## config.mk

```make
export PLATFORM = sky130hd
export DESIGN_NAME = lif_neuron_bank_top
export DESIGN_NICKNAME = d
export VERILOG_FILES = /design/src/lnb_pkg.sv /design/src/lnb_ram.sv /design/src/lif_neuron_bank_top.sv
export SDC_FILE = /design/constraint.sdc
export NUM_CORES = 2
export LEC_CHECK = 0
export ABC_AREA = 0
export BUFFER_PORTS_ARGS = -buffer_cell sky130_fd_sc_hd__buf_2
export CORE_ASPECT_RATIO = 0.7
export CORE_UTILIZATION = 40
export CTS_CLUSTER_DIAMETER = 30
export CTS_CLUSTER_SIZE = 12
export DETAILED_ROUTE_END_ITERATION = 8
export SYNTH_ARGS = -nofsm -noshare
export SYNTH_HDL_FRONTEND = slang
export SYNTH_SLANG_ARGS = --single-unit
export TNS_END_PERCENT = 30
```

## constraint.sdc

```tcl
create_clock -name clock -period 15.2 [get_ports clock]
set_input_delay 1.52 -clock clock [delete_from_list [all_inputs] [get_ports clock]]
set_output_delay 1.52 -clock clock [all_outputs]
set_load 0.02 [all_outputs]
```

## src/lnb_pkg.sv

```systemverilog
// ---------------------------------------------------------------------------
// lnb_pkg
// Shared types and constants for the leaky integrate-and-fire neuron bank.
// ---------------------------------------------------------------------------
`default_nettype none

package lnb_pkg;

   // bank size and field widths
   localparam int CHANNELS  = 64;
   localparam int ADDR_W    = (CHANNELS > 1) ? $clog2(CHANNELS) : 1;
   localparam int CH_W      = 6;
   localparam int CUR_W     = 16;
   localparam int POT_W     = 24;
   localparam int SINCE_W   = 10;
   localparam int DECAY_W   = 16;
   localparam int GAIN_W    = 24;

   // stream and control port widths
   localparam int REQ_DATA_W = 24;
   localparam int RSP_DATA_W = 32;
   localparam int CSR_IDX_W  = 3;
   localparam int CSR_DATA_W = 24;

   // arithmetic widths
   localparam int GP_W    = GAIN_W + 1 + CUR_W;     // gain * current
   localparam int DP_W    = DECAY_W + 1 + POT_W;    // decay * membrane
   localparam int FRAC_SH = 16;
   localparam int ACC_W   = 43;
   localparam int Q_W     = ACC_W - FRAC_SH;
   localparam int ROUND_HALF = 32768;

   localparam logic [SINCE_W-1:0]      SINCE_MAX = 10'd1023;
   localparam logic signed [Q_W-1:0]   POT_MAX_Q = 27'sd8388607;
   localparam logic signed [Q_W-1:0]   POT_MIN_Q = -27'sd8388608;
   localparam logic signed [POT_W-1:0] POT_MAX   = 24'sh7FFFFF;
   localparam logic signed [POT_W-1:0] POT_MIN   = 24'sh800000;

   // register reset values
   localparam logic [DECAY_W-1:0]      DECAY_RST       = 16'd64083;
   localparam logic [GAIN_W-1:0]       GAIN_RST        = 24'd435944;
   localparam logic signed [POT_W-1:0] REST_TERM_RST   = -24'sd398;
   localparam logic signed [POT_W-1:0] THRESHOLD_RST   = -24'sd12800;
   localparam logic signed [POT_W-1:0] SPIKE_LEVEL_RST = 24'sd8960;
   localparam logic signed [POT_W-1:0] REST_LEVEL_RST  = -24'sd17920;
   localparam logic [SINCE_W-1:0]      REFRACT_RST     = 10'd132;

   typedef enum logic [CSR_IDX_W-1:0] {
      CSR_DECAY       = 3'd0,
      CSR_GAIN        = 3'd1,
      CSR_REST_TERM   = 3'd2,
      CSR_THRESHOLD   = 3'd3,
      CSR_SPIKE_LEVEL = 3'd4,
      CSR_REST_LEVEL  = 3'd5,
      CSR_REFRACT     = 3'd6
   } csr_idx_type;

   // per-channel neuron state as stored in the state RAM
   typedef struct packed {
      logic [SINCE_W-1:0]      since;
      logic signed [POT_W-1:0] mem;
   } nrn_state_type;

   localparam int STATE_W = SINCE_W + POT_W;
   localparam nrn_state_type STATE_RST = '{since: SINCE_MAX, mem: REST_LEVEL_RST};

   // one state write, kept for bypass to younger items
   typedef struct packed {
      logic          vld;
      logic [CH_W-1:0] ch;
      nrn_state_type st;
   } wr_rec_type;

endpackage

`default_nettype wire

```

## src/lnb_ram.sv

```systemverilog
// ---------------------------------------------------------------------------
// lnb_ram
// Generic single-write, single-read RAM with registered read (read-first).
// ---------------------------------------------------------------------------
`default_nettype none

module lnb_ram #(
   parameter int WIDTH = 8,
   parameter int DEPTH = 16,
   localparam int AW   = (DEPTH > 1) ? $clog2(DEPTH) : 1
) (
   input  wire logic             clock,
   input  wire logic             we,
   input  wire logic [AW-1:0]    waddr,
   input  wire logic [WIDTH-1:0] wdata,
   input  wire logic             re,
   input  wire logic [AW-1:0]    raddr,
   output logic      [WIDTH-1:0] rdata
);

   logic [WIDTH-1:0] mem_ff [DEPTH];

   always_ff @(posedge clock) begin
      if (we) begin
         mem_ff[waddr] <= wdata;
      end
      if (re) begin
         rdata <= mem_ff[raddr];
      end
   end

endmodule

`default_nettype wire

```

## src/lif_neuron_bank_top.sv

```systemverilog
// ---------------------------------------------------------------------------
// lif_neuron_bank_top
// Pipeline stages from req beat to rsp beat (A: state RAM read and
//   gain*current, B: decay*membrane, sum, round, saturate, fire, C: rsp reg).
// Throughput: one beat per cycle unless the result reg stalls, any channel order;
//   the per-channel recurrence closes in stage B, with bypass from the two latest writes.
// Reset: synchronous; registers take their defaults, all channels read as
//   rest level and not refractory at once (per-channel valid flops).
// ---------------------------------------------------------------------------
`default_nettype none

module lif_neuron_bank_top (
   input  wire logic                             clock,
   input  wire logic                             reset,
   // request stream
   input  wire logic                             req_tvalid,
   output logic                                  req_tready,
   input  wire logic [lnb_pkg::REQ_DATA_W-1:0]   req_tdata,  // [5:0] channel, [21:6] current
   // result stream
   output logic                                  rsp_tvalid,
   input  wire logic                             rsp_tready,
   output logic      [lnb_pkg::RSP_DATA_W-1:0]   rsp_tdata,  // [5:0] out_channel,
                                                             // [29:6] potential, [30] spike
   // register write port
   input  wire logic                             csr_we,
   input  wire logic [lnb_pkg::CSR_IDX_W-1:0]    csr_index,
   input  wire logic [lnb_pkg::CSR_DATA_W-1:0]   csr_wdata
);

   // ---------------- configuration registers ----------------
   logic [lnb_pkg::DECAY_W-1:0]      decay_ff;
   logic [lnb_pkg::GAIN_W-1:0]       gain_ff;
   logic signed [lnb_pkg::POT_W-1:0] rest_term_ff;
   logic signed [lnb_pkg::POT_W-1:0] threshold_ff;
   logic signed [lnb_pkg::POT_W-1:0] spike_level_ff;
   logic signed [lnb_pkg::POT_W-1:0] rest_level_ff;
   logic [lnb_pkg::SINCE_W-1:0]      refract_ff;

   always_ff @(posedge clock) begin
      if (reset) begin
         decay_ff       <= lnb_pkg::DECAY_RST;
         gain_ff        <= lnb_pkg::GAIN_RST;
         rest_term_ff   <= lnb_pkg::REST_TERM_RST;
         threshold_ff   <= lnb_pkg::THRESHOLD_RST;
         spike_level_ff <= lnb_pkg::SPIKE_LEVEL_RST;
         rest_level_ff  <= lnb_pkg::REST_LEVEL_RST;
         refract_ff     <= lnb_pkg::REFRACT_RST;
      end else if (csr_we) begin
         case (lnb_pkg::csr_idx_type'(csr_index))
            lnb_pkg::CSR_DECAY:       decay_ff       <= csr_wdata[lnb_pkg::DECAY_W-1:0];
            lnb_pkg::CSR_GAIN:        gain_ff        <= csr_wdata;
            lnb_pkg::CSR_REST_TERM:   rest_term_ff   <= $signed(csr_wdata);
            lnb_pkg::CSR_THRESHOLD:   threshold_ff   <= $signed(csr_wdata);
            lnb_pkg::CSR_SPIKE_LEVEL: spike_level_ff <= $signed(csr_wdata);
            lnb_pkg::CSR_REST_LEVEL:  rest_level_ff  <= $signed(csr_wdata);
            lnb_pkg::CSR_REFRACT:     refract_ff     <= csr_wdata[lnb_pkg::SINCE_W-1:0];
            default: ;  // index past the register list: dropped
         endcase
      end
   end

   // ---------------- pipeline control ----------------
   // Whole pipe moves together; it stalls only when the result reg is full
   // and not being taken.
   logic rsp_valid_ff;
   logic adv;
   logic req_acc;

   assign adv        = !rsp_valid_ff || rsp_tready;
   assign req_tready = !reset && adv;
   assign req_acc    = req_tvalid && req_tready;

   logic [lnb_pkg::CH_W-1:0]           req_ch;
   logic signed [lnb_pkg::CUR_W-1:0]   req_cur;

   assign req_ch  = req_tdata[lnb_pkg::CH_W-1:0];
   assign req_cur = $signed(req_tdata[lnb_pkg::CH_W +: lnb_pkg::CUR_W]);

   // ---------------- state RAM and valid flags ----------------
   lnb_pkg::wr_rec_type wr_in;      // write issued at this edge
   lnb_pkg::wr_rec_type wr1_ff;     // write of the previous advance
   lnb_pkg::wr_rec_type wr2_ff;     // write of the one before
   logic [lnb_pkg::STATE_W-1:0] ram_rdata;
   logic [lnb_pkg::CHANNELS-1:0] chan_vld_ff;

   lnb_ram #(
      .WIDTH (lnb_pkg::STATE_W),
      .DEPTH (lnb_pkg::CHANNELS)
   ) u_state_ram (
      .clock (clock),
      .we    (adv && wr_in.vld),
      .waddr (lnb_pkg::ADDR_W'(wr_in.ch)),
      .wdata (wr_in.st),
      .re    (adv),
      .raddr (lnb_pkg::ADDR_W'(req_ch)),
      .rdata (ram_rdata)
   );

   always_ff @(posedge clock) begin
      if (reset) begin
         chan_vld_ff <= '0;
      end else if (adv && wr_in.vld) begin
         chan_vld_ff[lnb_pkg::ADDR_W'(wr_in.ch)] <= 1'b1;
      end
   end

   // ---------------- stage A: RAM read returns, gain*current ----------------
   logic                               a_valid_ff;
   logic [lnb_pkg::CH_W-1:0]           a_ch_ff;
   logic signed [lnb_pkg::CUR_W-1:0]   a_cur_ff;
   logic                               a_chv_ff;   // channel written since reset
   logic signed [lnb_pkg::GP_W-1:0]    a_gp;

   assign a_gp = $signed({1'b0, gain_ff}) * a_cur_ff;

   always_ff @(posedge clock) begin
      if (reset) begin
         a_valid_ff <= 1'b0;
      end else if (adv) begin
         a_valid_ff <= req_acc;
      end
   end

   always_ff @(posedge clock) begin
      if (adv) begin
         a_ch_ff  <= req_ch;
         a_cur_ff <= req_cur;
         a_chv_ff <= chan_vld_ff[lnb_pkg::ADDR_W'(req_ch)];
      end
   end

   // ---------------- stage B: neuron update ----------------
   logic                               b_valid_ff;
   logic [lnb_pkg::CH_W-1:0]           b_ch_ff;
   logic signed [lnb_pkg::GP_W-1:0]    b_gp_ff;
   logic                               b_chv_ff;
   lnb_pkg::nrn_state_type             b_ram_ff;

   always_ff @(posedge clock) begin
      if (reset) begin
         b_valid_ff <= 1'b0;
      end else if (adv) begin
         b_valid_ff <= a_valid_ff;
      end
   end

   always_ff @(posedge clock) begin
      if (adv) begin
         b_ch_ff  <= a_ch_ff;
         b_gp_ff  <= a_gp;
         b_chv_ff <= a_chv_ff;
         b_ram_ff <= ram_rdata;
      end
   end

   // The RAM read of this item was issued, read-first, as it entered stage A,
   // so the writes of that advance and of the later one are not in it yet.
   lnb_pkg::nrn_state_type prev;

   always_comb begin
      if (wr1_ff.vld && (wr1_ff.ch == b_ch_ff)) begin
         prev = wr1_ff.st;
      end else if (wr2_ff.vld && (wr2_ff.ch == b_ch_ff)) begin
         prev = wr2_ff.st;
      end else if (b_chv_ff) begin
         prev = b_ram_ff;
      end else begin
         prev = lnb_pkg::STATE_RST;
      end
   end

   logic                               ch_ok;
   logic [lnb_pkg::SINCE_W-1:0]        d_sat;
   logic                               refr;
   logic signed [lnb_pkg::DP_W-1:0]    dp;
   logic signed [lnb_pkg::ACC_W-1:0]   acc;
   logic signed [lnb_pkg::ACC_W-1:0]   rnd;
   logic signed [lnb_pkg::Q_W-1:0]     q;
   logic signed [lnb_pkg::POT_W-1:0]   pot_sat;
   logic                               fire;
   logic signed [lnb_pkg::POT_W-1:0]   rsp_pot_in;
   logic                               rsp_spike_in;

   assign ch_ok = (32'(b_ch_ff) < lnb_pkg::CHANNELS);
   assign d_sat = (prev.since == lnb_pkg::SINCE_MAX) ? lnb_pkg::SINCE_MAX
                                                     : prev.since + 10'd1;
   assign refr  = (d_sat < refract_ff);

   assign dp  = $signed({1'b0, decay_ff}) * prev.mem;
   // exact sum with 24 fraction bits, then round half up to 8
   assign acc = (lnb_pkg::ACC_W'(rest_term_ff) <<< lnb_pkg::FRAC_SH)
              + lnb_pkg::ACC_W'(dp) + lnb_pkg::ACC_W'(b_gp_ff);
   assign rnd = acc + lnb_pkg::ACC_W'(lnb_pkg::ROUND_HALF);
   assign q   = $signed(rnd[lnb_pkg::ACC_W-1:lnb_pkg::FRAC_SH]);

   always_comb begin
      if (q > lnb_pkg::POT_MAX_Q) begin
         pot_sat = lnb_pkg::POT_MAX;
      end else if (q < lnb_pkg::POT_MIN_Q) begin
         pot_sat = lnb_pkg::POT_MIN;
      end else begin
         pot_sat = q[lnb_pkg::POT_W-1:0];
      end
   end

   assign fire = ch_ok && !refr && (pot_sat > threshold_ff);

   always_comb begin
      if (!ch_ok || refr) begin
         rsp_pot_in = rest_level_ff;
      end else if (fire) begin
         rsp_pot_in = spike_level_ff;
      end else begin
         rsp_pot_in = pot_sat;
      end
      rsp_spike_in = fire;

      wr_in.vld      = b_valid_ff && ch_ok;
      wr_in.ch       = b_ch_ff;
      wr_in.st.mem   = rsp_pot_in;
      wr_in.st.since = fire ? '0 : d_sat;
   end

   // write history for the bypass; only the valid bits need a reset
   always_ff @(posedge clock) begin
      if (reset) begin
         wr1_ff.vld <= 1'b0;
         wr2_ff.vld <= 1'b0;
      end else if (adv) begin
         wr1_ff <= wr_in;
         wr2_ff <= wr1_ff;
      end
   end

   // ---------------- stage C: result register ----------------
   logic [lnb_pkg::CH_W-1:0]           rsp_ch_ff;
   logic signed [lnb_pkg::POT_W-1:0]   rsp_pot_ff;
   logic                               rsp_spike_ff;

   always_ff @(posedge clock) begin
      if (reset) begin
         rsp_valid_ff <= 1'b0;
      end else if (adv) begin
         rsp_valid_ff <= b_valid_ff;
      end
   end

   always_ff @(posedge clock) begin
      if (adv) begin
         rsp_ch_ff    <= b_ch_ff;
         rsp_pot_ff   <= rsp_pot_in;
         rsp_spike_ff <= rsp_spike_in;
      end
   end

   assign rsp_tvalid = rsp_valid_ff;
   assign rsp_tdata  = {1'b0, rsp_spike_ff, rsp_pot_ff, rsp_ch_ff};

endmodule

`default_nettype wire

```

Word-level counts from Yosys, hierarchy flattened
Memory sizes are Yosys's and may differ from the RTL's. A register that Yosys moved wholly into a read port is not among the register bits.
Cells that the tools add are included.
{"block": "totals", "reg_bits": 430, "mem_bits_rw": 2176, "mem_count": 1}
{"block": "op_classes", "n_addsub": 4, "multipliers": 2, "order_cmp": 7, "eq_ne": 9, "muxes": 15, "bitwise_logic": 2, "reduce_logical": 20}
{"memory": "u_state_ram.mem_ff", "words": 64, "width": 34, "rd": 1, "rd_clocked_by_memory_dff": 1, "wr": 1, "line": "lnb_ram.sv:21", "text": "logic [WIDTH-1:0] mem_ff [DEPTH];"}
{"cell": "34-bit 2-to-1 mux", "count": 3}
{"cell": "24-bit 2-to-1 mux", "count": 4}
{"cell": "64-bit bitwise OR", "count": 1}
{"cell": "42-bit by 41-bit adder with 43-bit output", "count": 1}
{"cell": "43-bit by 17-bit adder with 43-bit output (second input constant)", "count": 1}
{"cell": "40-bit by 41-bit adder with 42-bit output", "count": 1}
{"cell": "17-bit by 24-bit multiplier with 41-bit output", "count": 1}
{"cell": "25-bit by 16-bit multiplier with 41-bit output", "count": 1}
{"cell": "27-bit by 24-bit > comparator with 1-bit output (second input constant)", "count": 1}
{"cell": "27-bit by 24-bit less-than comparator with 1-bit output (second input constant)", "count": 1}
{"cell": "24-bit > comparator", "count": 1}
{"cell": "10-bit 2-to-1 mux", "count": 2}
{"cell": "2-bit AND reduction", "count": 8}
{"cell": "6-bit by 7-bit less-than comparator with 1-bit output (second input constant)", "count": 2}
{"cell": "6-bit == test", "count": 2}
{"cell": "10-bit by 1-bit adder with 10-bit output (second input constant)", "count": 1}
{"cell": "10-bit == test (second input constant)", "count": 1}
{"cell": "10-bit less-than comparator", "count": 1}
{"cell": "3-bit == test (second input constant)", "count": 3}
{"cell": "1-bit logical AND", "count": 7}
{"cell": "1-bit binary-select mux with 6-bit select", "count": 1}
{"cell": "1-bit demux with 6-bit select", "count": 1}
{"cell": "3-bit by 2-bit == test with 1-bit output (second input constant)", "count": 2}
{"cell": "6-bit by 1-bit >= comparator with 1-bit output (second input constant)", "count": 1}
{"cell": "6 further kinds", "count": 11}

Logic depth before layout (Yosys ltp)
{"block": "logic_depth", "depth_word": 15, "ltp_mapped": 50, "mapped_depth_nobuf": 41}

By module
From an unflattened synthesis, not the netlist that was laid out.
{"block": "unflattened", "cells_unflattened": 8647, "area_unflattened_um2": 130500.2}
{"module": "lnb_ram", "instances": 1, "cells_per_inst": 3744, "area_per_inst_um2": 84114.4}
{"module": "lif_neuron_bank_top", "instances": 1, "cells_per_inst": 4903, "area_per_inst_um2": 46385.7}

Least setup slack after synthesis
Ideal clock, no wire load.
{"block": "synth_timing", "path_kind": "flip-flop to flip-flop", "start": "reg b_ch_ff[5] in the netlist's numbering", "end": "reg rsp_pot_ff[23] in the netlist's numbering (data pin)", "setup_ns": 0.717, "t_arrival_ns": 13.460, "t_required_ns": 14.483, "slack_ns": 1.022, "path_stages_with_launch": 46, "path_buffers": 5, "synth_period_minus_slack_ns": 14.178, "cell_sequence": "edfxtp_1 > buf_4 > xor2_1 > or4b_1 > nor2_1 > clkbuf_1 > buf_1 > nand2_1 > a31oi_1 > nand2_1 > inv_1 > fa_1 > inv_1 > fa_1 > fa_1 > inv_1 > fa_1 > fa_1 > [... 10 more ...] > mux2i_1 > a2111oi_4 > nand2_2 > buf_4 > buf_6 > nand2_1 > nand2_1 > ha_1 > a21o_1 > a21o_1 > a21oi_1 > o21ai_0 > a211oi_1 > or3_1 > and4_1 > a211oi_1 > mux2i_1 > o21ai_0"}
{"block": "synth_between", "elab_chain_len": 15}
{"item": "start, declared", "line": "lif_neuron_bank_top.sv:134", "text": "logic [lnb_pkg::CH_W-1:0] b_ch_ff;"}
{"item": "start signal, assigned", "line": "lif_neuron_bank_top.sv:149", "text": "b_ch_ff <= a_ch_ff;"}
{"item": "6-bit == test", "line": "lif_neuron_bank_top.sv:163", "text": "end else if (wr2_ff.vld && (wr2_ff.ch == b_ch_ff)) begin"}
{"item": "1-bit logical AND", "line": "lif_neuron_bank_top.sv:163"}
{"item": "34-bit 2-to-1 mux", "line": "lif_neuron_bank_top.sv:163"}
{"item": "34-bit 2-to-1 mux (*)", "line": "lif_neuron_bank_top.sv:161", "text": "if (wr1_ff.vld && (wr1_ff.ch == b_ch_ff)) begin"}
{"item": "17-bit by 24-bit multiplier with 41-bit output", "line": "lif_neuron_bank_top.sv:189", "text": "assign dp = $signed({1'b0, decay_ff}) * prev.mem;"}
{"item": "40-bit by 41-bit adder with 42-bit output", "line": "lif_neuron_bank_top.sv:192", "text": "+ lnb_pkg::ACC_W'(dp) + lnb_pkg::ACC_W'(b_gp_ff);"}
{"item": "42-bit by 41-bit adder with 43-bit output", "line": "lif_neuron_bank_top.sv:192"}
{"item": "43-bit by 17-bit adder with 43-bit output", "line": "lif_neuron_bank_top.sv:193", "text": "assign rnd = acc + lnb_pkg::ACC_W'(lnb_pkg::ROUND_HALF);"}
{"item": "27-bit by 24-bit less-than comparator with 1-bit output", "line": "lif_neuron_bank_top.sv:199", "text": "end else if (q < lnb_pkg::POT_MIN_Q) begin"}
{"item": "24-bit 2-to-1 mux", "line": "lif_neuron_bank_top.sv:199"}
{"item": "24-bit 2-to-1 mux", "line": "lif_neuron_bank_top.sv:197", "text": "if (q > lnb_pkg::POT_MAX_Q) begin"}
{"item": "24-bit > comparator", "line": "lif_neuron_bank_top.sv:206", "text": "assign fire = ch_ok && !refr && (pot_sat > threshold_ff);"}
{"item": "1-bit logical AND", "line": "lif_neuron_bank_top.sv:206"}
{"item": "24-bit 2-to-1 mux", "line": "lif_neuron_bank_top.sv:211", "text": "end else if (fire) begin"}
{"item": "24-bit 2-to-1 mux (*)", "line": "lif_neuron_bank_top.sv:209", "text": "if (!ch_ok || refr) begin"}
{"item": "named net rsp_pot_in, one bit", "line": "lif_neuron_bank_top.sv:181", "text": "logic signed [lnb_pkg::POT_W-1:0] rsp_pot_in;"}
{"item": "end signal, assigned", "line": "lif_neuron_bank_top.sv:251", "text": "rsp_pot_ff <= rsp_pot_in;"}
{"item": "end, declared", "line": "lif_neuron_bank_top.sv:237", "text": "logic signed [lnb_pkg::POT_W-1:0] rsp_pot_ff;"}
Mark *: on every way through the listed nets, which the timed path passes. The rest lies on a longest branch.
A chain may end at the register's enable or synchronous reset.

Final worst setup path
{"block": "layout_timing", "start": "reg b_ch_ff[5] in the netlist's numbering", "end": "mem u_state_ram.mem_ff[59][13] in the netlist's numbering (data pin)"}
{"block": "layout_between", "elab_chain_len": 15}
{"item": "6-bit == test", "line": "lif_neuron_bank_top.sv:163"}
{"item": "1-bit logical AND", "line": "lif_neuron_bank_top.sv:163"}
{"item": "34-bit 2-to-1 mux", "line": "lif_neuron_bank_top.sv:163"}
{"item": "34-bit 2-to-1 mux (*)", "line": "lif_neuron_bank_top.sv:161"}
{"item": "17-bit by 24-bit multiplier with 41-bit output", "line": "lif_neuron_bank_top.sv:189"}
{"item": "40-bit by 41-bit adder with 42-bit output", "line": "lif_neuron_bank_top.sv:192"}
{"item": "42-bit by 41-bit adder with 43-bit output", "line": "lif_neuron_bank_top.sv:192"}
{"item": "43-bit by 17-bit adder with 43-bit output", "line": "lif_neuron_bank_top.sv:193"}
{"item": "27-bit by 24-bit less-than comparator with 1-bit output", "line": "lif_neuron_bank_top.sv:199"}
{"item": "24-bit 2-to-1 mux", "line": "lif_neuron_bank_top.sv:199"}
{"item": "24-bit 2-to-1 mux", "line": "lif_neuron_bank_top.sv:197"}
{"item": "24-bit > comparator", "line": "lif_neuron_bank_top.sv:206"}
{"item": "1-bit logical AND", "line": "lif_neuron_bank_top.sv:206"}
{"item": "24-bit 2-to-1 mux", "line": "lif_neuron_bank_top.sv:211"}
{"item": "24-bit 2-to-1 mux (*)", "line": "lif_neuron_bank_top.sv:209"}
{"item": "named net rsp_pot_in, one bit", "line": "lif_neuron_bank_top.sv:181"}
{"item": "end, declared", "line": "lnb_ram.sv:21"}
Marks and branches as above.

==> metrics list <==
- Routability-driven placement finished with a final weighted congestion of about 0.9.
* Clock Tree Buf Depth: 4
- Total via count in the routed design: 73,030
- Beginning of the worst register-to-register path: b_ch_ff[5]
- Gr ovfl total: 0
* Initial antenna violation count: 33
- The most critical setup path has its startpoint at b_ch_ff[5].
- Number of synthesis warnings: 0
- The floorplan step set the die height to about 480 um.
- The tightest min-delay check is of the reg2reg type.
- Number of nets in the finished design: roughly 9,500
- Total I/O pin count: 90
* Number of hold-repair buffers added at the cts stage: 0
- The count of final hold-check violations was 0.
* Top post-synthesis cells by area: sky130_fd_sc_hd__edfxtp_1 56%, sky130_fd_sc_hd__mux4_2 13%, sky130_fd_sc_hd__fa_1 12%, sky130_fd_sc_hd__dfxtp_1 3.3%, sky130_fd_sc_hd__inv_1 2.8%
* # fillers: about 27,000
- In this run the cell area of the synthesized design comes to between 100,000 and 150,000 um^2.
- Router iterations before antenna repair: 5
* Most frequent cells after synthesis: 2,426 x sky130_fd_sc_hd__edfxtp_1, 983 x sky130_fd_sc_hd__inv_1, 799 x sky130_fd_sc_hd__nand2_1
* Maximum frequency from static timing analysis: roughly 71 MHz
- Area of the die: 326,200 um^2
* Finish-stage setup viols: 0
* Buffer type at the clock tree root: sky130_fd_sc_hd__clkbuf_16
- On the critical path, the stage with the largest delay is an instance of sky130_fd_sc_hd__and2_1.
- Setup skew after layout: a little under 100 ps
- Clock edge transition at the registers on the reported setup and hold paths: 60 ps
- Number of buffers created by CTS: approximately 390
* FP Rows: 174
* Maxcap violations: 0
* Largest area contributor in the netlist: sky130_fd_sc_hd__edfxtp_1
- For this design, the sink count on the clock tree is roughly 2,600.
* Total length of routed wires: about 370,000 um
- In this run the remaining antenna-violating nets after routing total 0.
* Period utilization: 93.06%
- In this run the worst path has a maximum fanout of 66.
* Standard cell core area: between 300,000 and 400,000 um^2
- The number of global-route vias before repair is 73,600.
* Effective utilization at floorplan: about 40%
* Area growth from synthesis to final layout: 15.69%
- The number of max-slew violations in the final report came to 0.
- The worst setup path is captured at a register.
* Cell count after synthesis: 8,074
- During placement, the flow inserted port buffers numbering 86.
* Post-CTS resize count: 0
- Headroom to the max-slew limit came out at about 16%.
* Worst reg-to-reg setup slack: approximately 1100 ps
- Prevailing post-synth register cell: sky130_fd_sc_hd__edfxtp_1
* Capturing element of the worst setup path: u_state_ram.mem_ff[59][13]
- Number of DRC markers after the initial detailed-route iteration: approximately 8,900
- The synthesized design devotes to its leading area cell type 56.24% of total area.
* Result of the run: completed
- After detailed routing, no signal wire sits above met5.
- DRC Markers: 0
- Cells with a size suffix above 1 make up 20.65% of the layout.
* Routed length on met1: about 160,000 um
- H-tree lvl count: 5
- DR WL/cell: 28.46 um
- Summed over all nets, wire length on met3 after detailed routing comes to between 40,000 and 50,000 um.
- The first global-routing pass estimated 529,300 um of wire.
- Clock tree from TritonCTS: done
- GR Util All Layers: 22.66%
* Number of setup buffers added after CTS: 0
- Crit path time final: ~14,000 ps
- Via-to-Cell Ratio: roughly 5.6
* Width of the die: slightly below 700 um
- The worst register-to-register path has a depth of 40.
- Number of enable flip-flop cells after synthesis: 2,426
- Worst path arrival time: 14,660 ps
- Setup TNS: 0 ps
* Net count after synthesis: 9,182
- The setup path with the least slack is of type reg2reg.
* Post-Synthesis Mean Instance Area: ~16 um^2
- Top cell by count, worst path: sky130_fd_sc_hd__fa_1
- In this run the critical register-to-register path is captured at u_state_ram.mem_ff[59][13].
- Largest net degree at the start of global routing: about 140
- Summing the sequential cell areas from Yosys gives 59.55% of the chip area.
- The number of different library cells used by synthesis comes to 70.
- Setup repair after global routing left no endpoint under its margin.
- Counting instances, the worst hold path has a depth of 0.
- STA classifies the critical path startpoint as a register.
- STA puts the critical path data required time at approximately 16,000 ps.
- Post-detailed-placement half-perimeter wirelength: approximately 230,000 um
* Worst-skew pair later-pin latency: around 900 ps
- Dominant cell by count in the synthesized netlist: sky130_fd_sc_hd__edfxtp_1
* Transition time at the pin with the least slew margin: between 1000 and 1500 ps
* Detailed route wirelength on metal2: roughly 150,000 um
- In the synthesized netlist the async set-or-reset flop fraction comes to 0%.
* Critical Path Max Stage Delay: approximately 660 ps
* Number of flip-flops and latches in the synthesized netlist: 2,640
layer usage:
| layer | up-vias | track usage (%) |
|---|---|---|
| met2 | 3786 | 31.10 |
| met3 | 529 | 6.252 |
| met5 | - | 0 |
| li1 | 29800 | - |
| met4 | 12 | 5.479 |
| met1 | 38900 | 35.42 |
metrics by stage:
step / utilization (%) / hold slack (ps) / worst slack [ps] / cells / instance area, um^2
floorplan: - / 400.3 / 1022 / 8074 / 129500
global placement: 42.46 / 400.8 / 1257 / 12310 / 136500
detailed placement: 42.46 / 404.5 / 1088 / 12310 / 136500
CTS: 46.60 / 391.9 / 1058 / 13030 / 149800
global route: 46.60 / 403.7 / 311.3 / 13030 / 149800
finish: 46.60 / 390.3 / 1056 / 13040 / 149900
placed cells by master, fill, tap and decap left out, types with 214 or more instances in the layout:
cell | synthesis | routed
sky130_fd_sc_hd__clkbuf_16 | 0 | 401
sky130_fd_sc_hd__edfxtp_1 | 2426 | 2426
sky130_fd_sc_hd__nor2_1 | 282 | 216
sky130_fd_sc_hd__nand2_1 | 799 | 799
sky130_fd_sc_hd__ha_1 | 284 | 284
sky130_fd_sc_hd__dfxtp_1 | 214 | 214
sky130_fd_sc_hd__inv_1 | 983 | 983
sky130_fd_sc_hd__fa_1 | 768 | 768
sky130_fd_sc_hd__and2_1 | 388 | 383
sky130_fd_sc_hd__mux4_2 | 725 | 725
how the worst min path moves through the flow:
stage                                      from           end
after floorplan                      a_ch_ff[0]    b_ch_ff[0]
after global placement               a_ch_ff[3]    b_ch_ff[3]
final                     u_state_ram.rdata[18]  b_ram_ff[18]
after global routing      u_state_ram.rdata[18]  b_ram_ff[18]
after CTS                 u_state_ram.rdata[18]  b_ram_ff[18]
after detailed placement             a_ch_ff[1]    b_ch_ff[1]
cell families (layout without fill, tap and decap cells):
logic type               after synthesis  count (layout)  share of synthesized area [%]
AO/OA/AOI/OAI                        454             454                          2.164
XOR/XNOR                              83              83                         0.5612
adder cells (fa/ha/maj)             1052            1052                          14.61
buffers and inverters               1360            2008                          3.969
flip-flops                          2640            2640                          59.55
multiplexers                         750             750                          12.81
other                                  1               8                       0.002895
AND/OR/NAND/NOR                     1734            1734                          6.335
registers in the layout, summed over array words and instances (netlist names), 6 cells and up:
name and count:
a_ch_ff 6, a_cur_ff 16, b_ch_ff 6, b_gp_ff 41, b_ram_ff 34, chan_vld_ff 64
decay_ff 16, gain_ff 24, refract_ff 10, rest_level_ff 24, rest_term_ff 24, rsp_ch_ff 6
rsp_pot_ff 24, spike_level_ff 24, threshold_ff 24, u_state_ram.mem_ff 2176, u_state_ram.rdata 34, wr1_ff 40
wr2_ff 41
layout make-up:
cell class / instances / area [um^2] / share of cell area (%)
Antenna cell: 7 / 17.52 / 0.01169
Clock buffer: 446 / 10250 / 6.842
Clock inverter: 275 / 3059 / 2.041
Inverter: 983 / 3690 / 2.462
Multi-Input combinational cell: 4074 / 48100 / 32.10
Sequential cell: 2640 / 77130 / 51.47
Tap cell: 4312 / 5395 / 3.600
Timing Repair Buffer: 304 / 2202 / 1.470
worst max-delay path, delay by kind of cell, from the launching register on:
kind                       cells  cell delay [ps]
and+or+nand+nor               13             4340
adders and majority gates      8             3680
AOI/OAI and AO/OA             10             3090
buffers and inverters          7             1300
DFF                            1              650
xor gates and xnor gates       1              290
muxes                          1              170
Power is not shown: default switching activity piles up to over one toggle a cycle in this logic, so the estimate is an artifact.
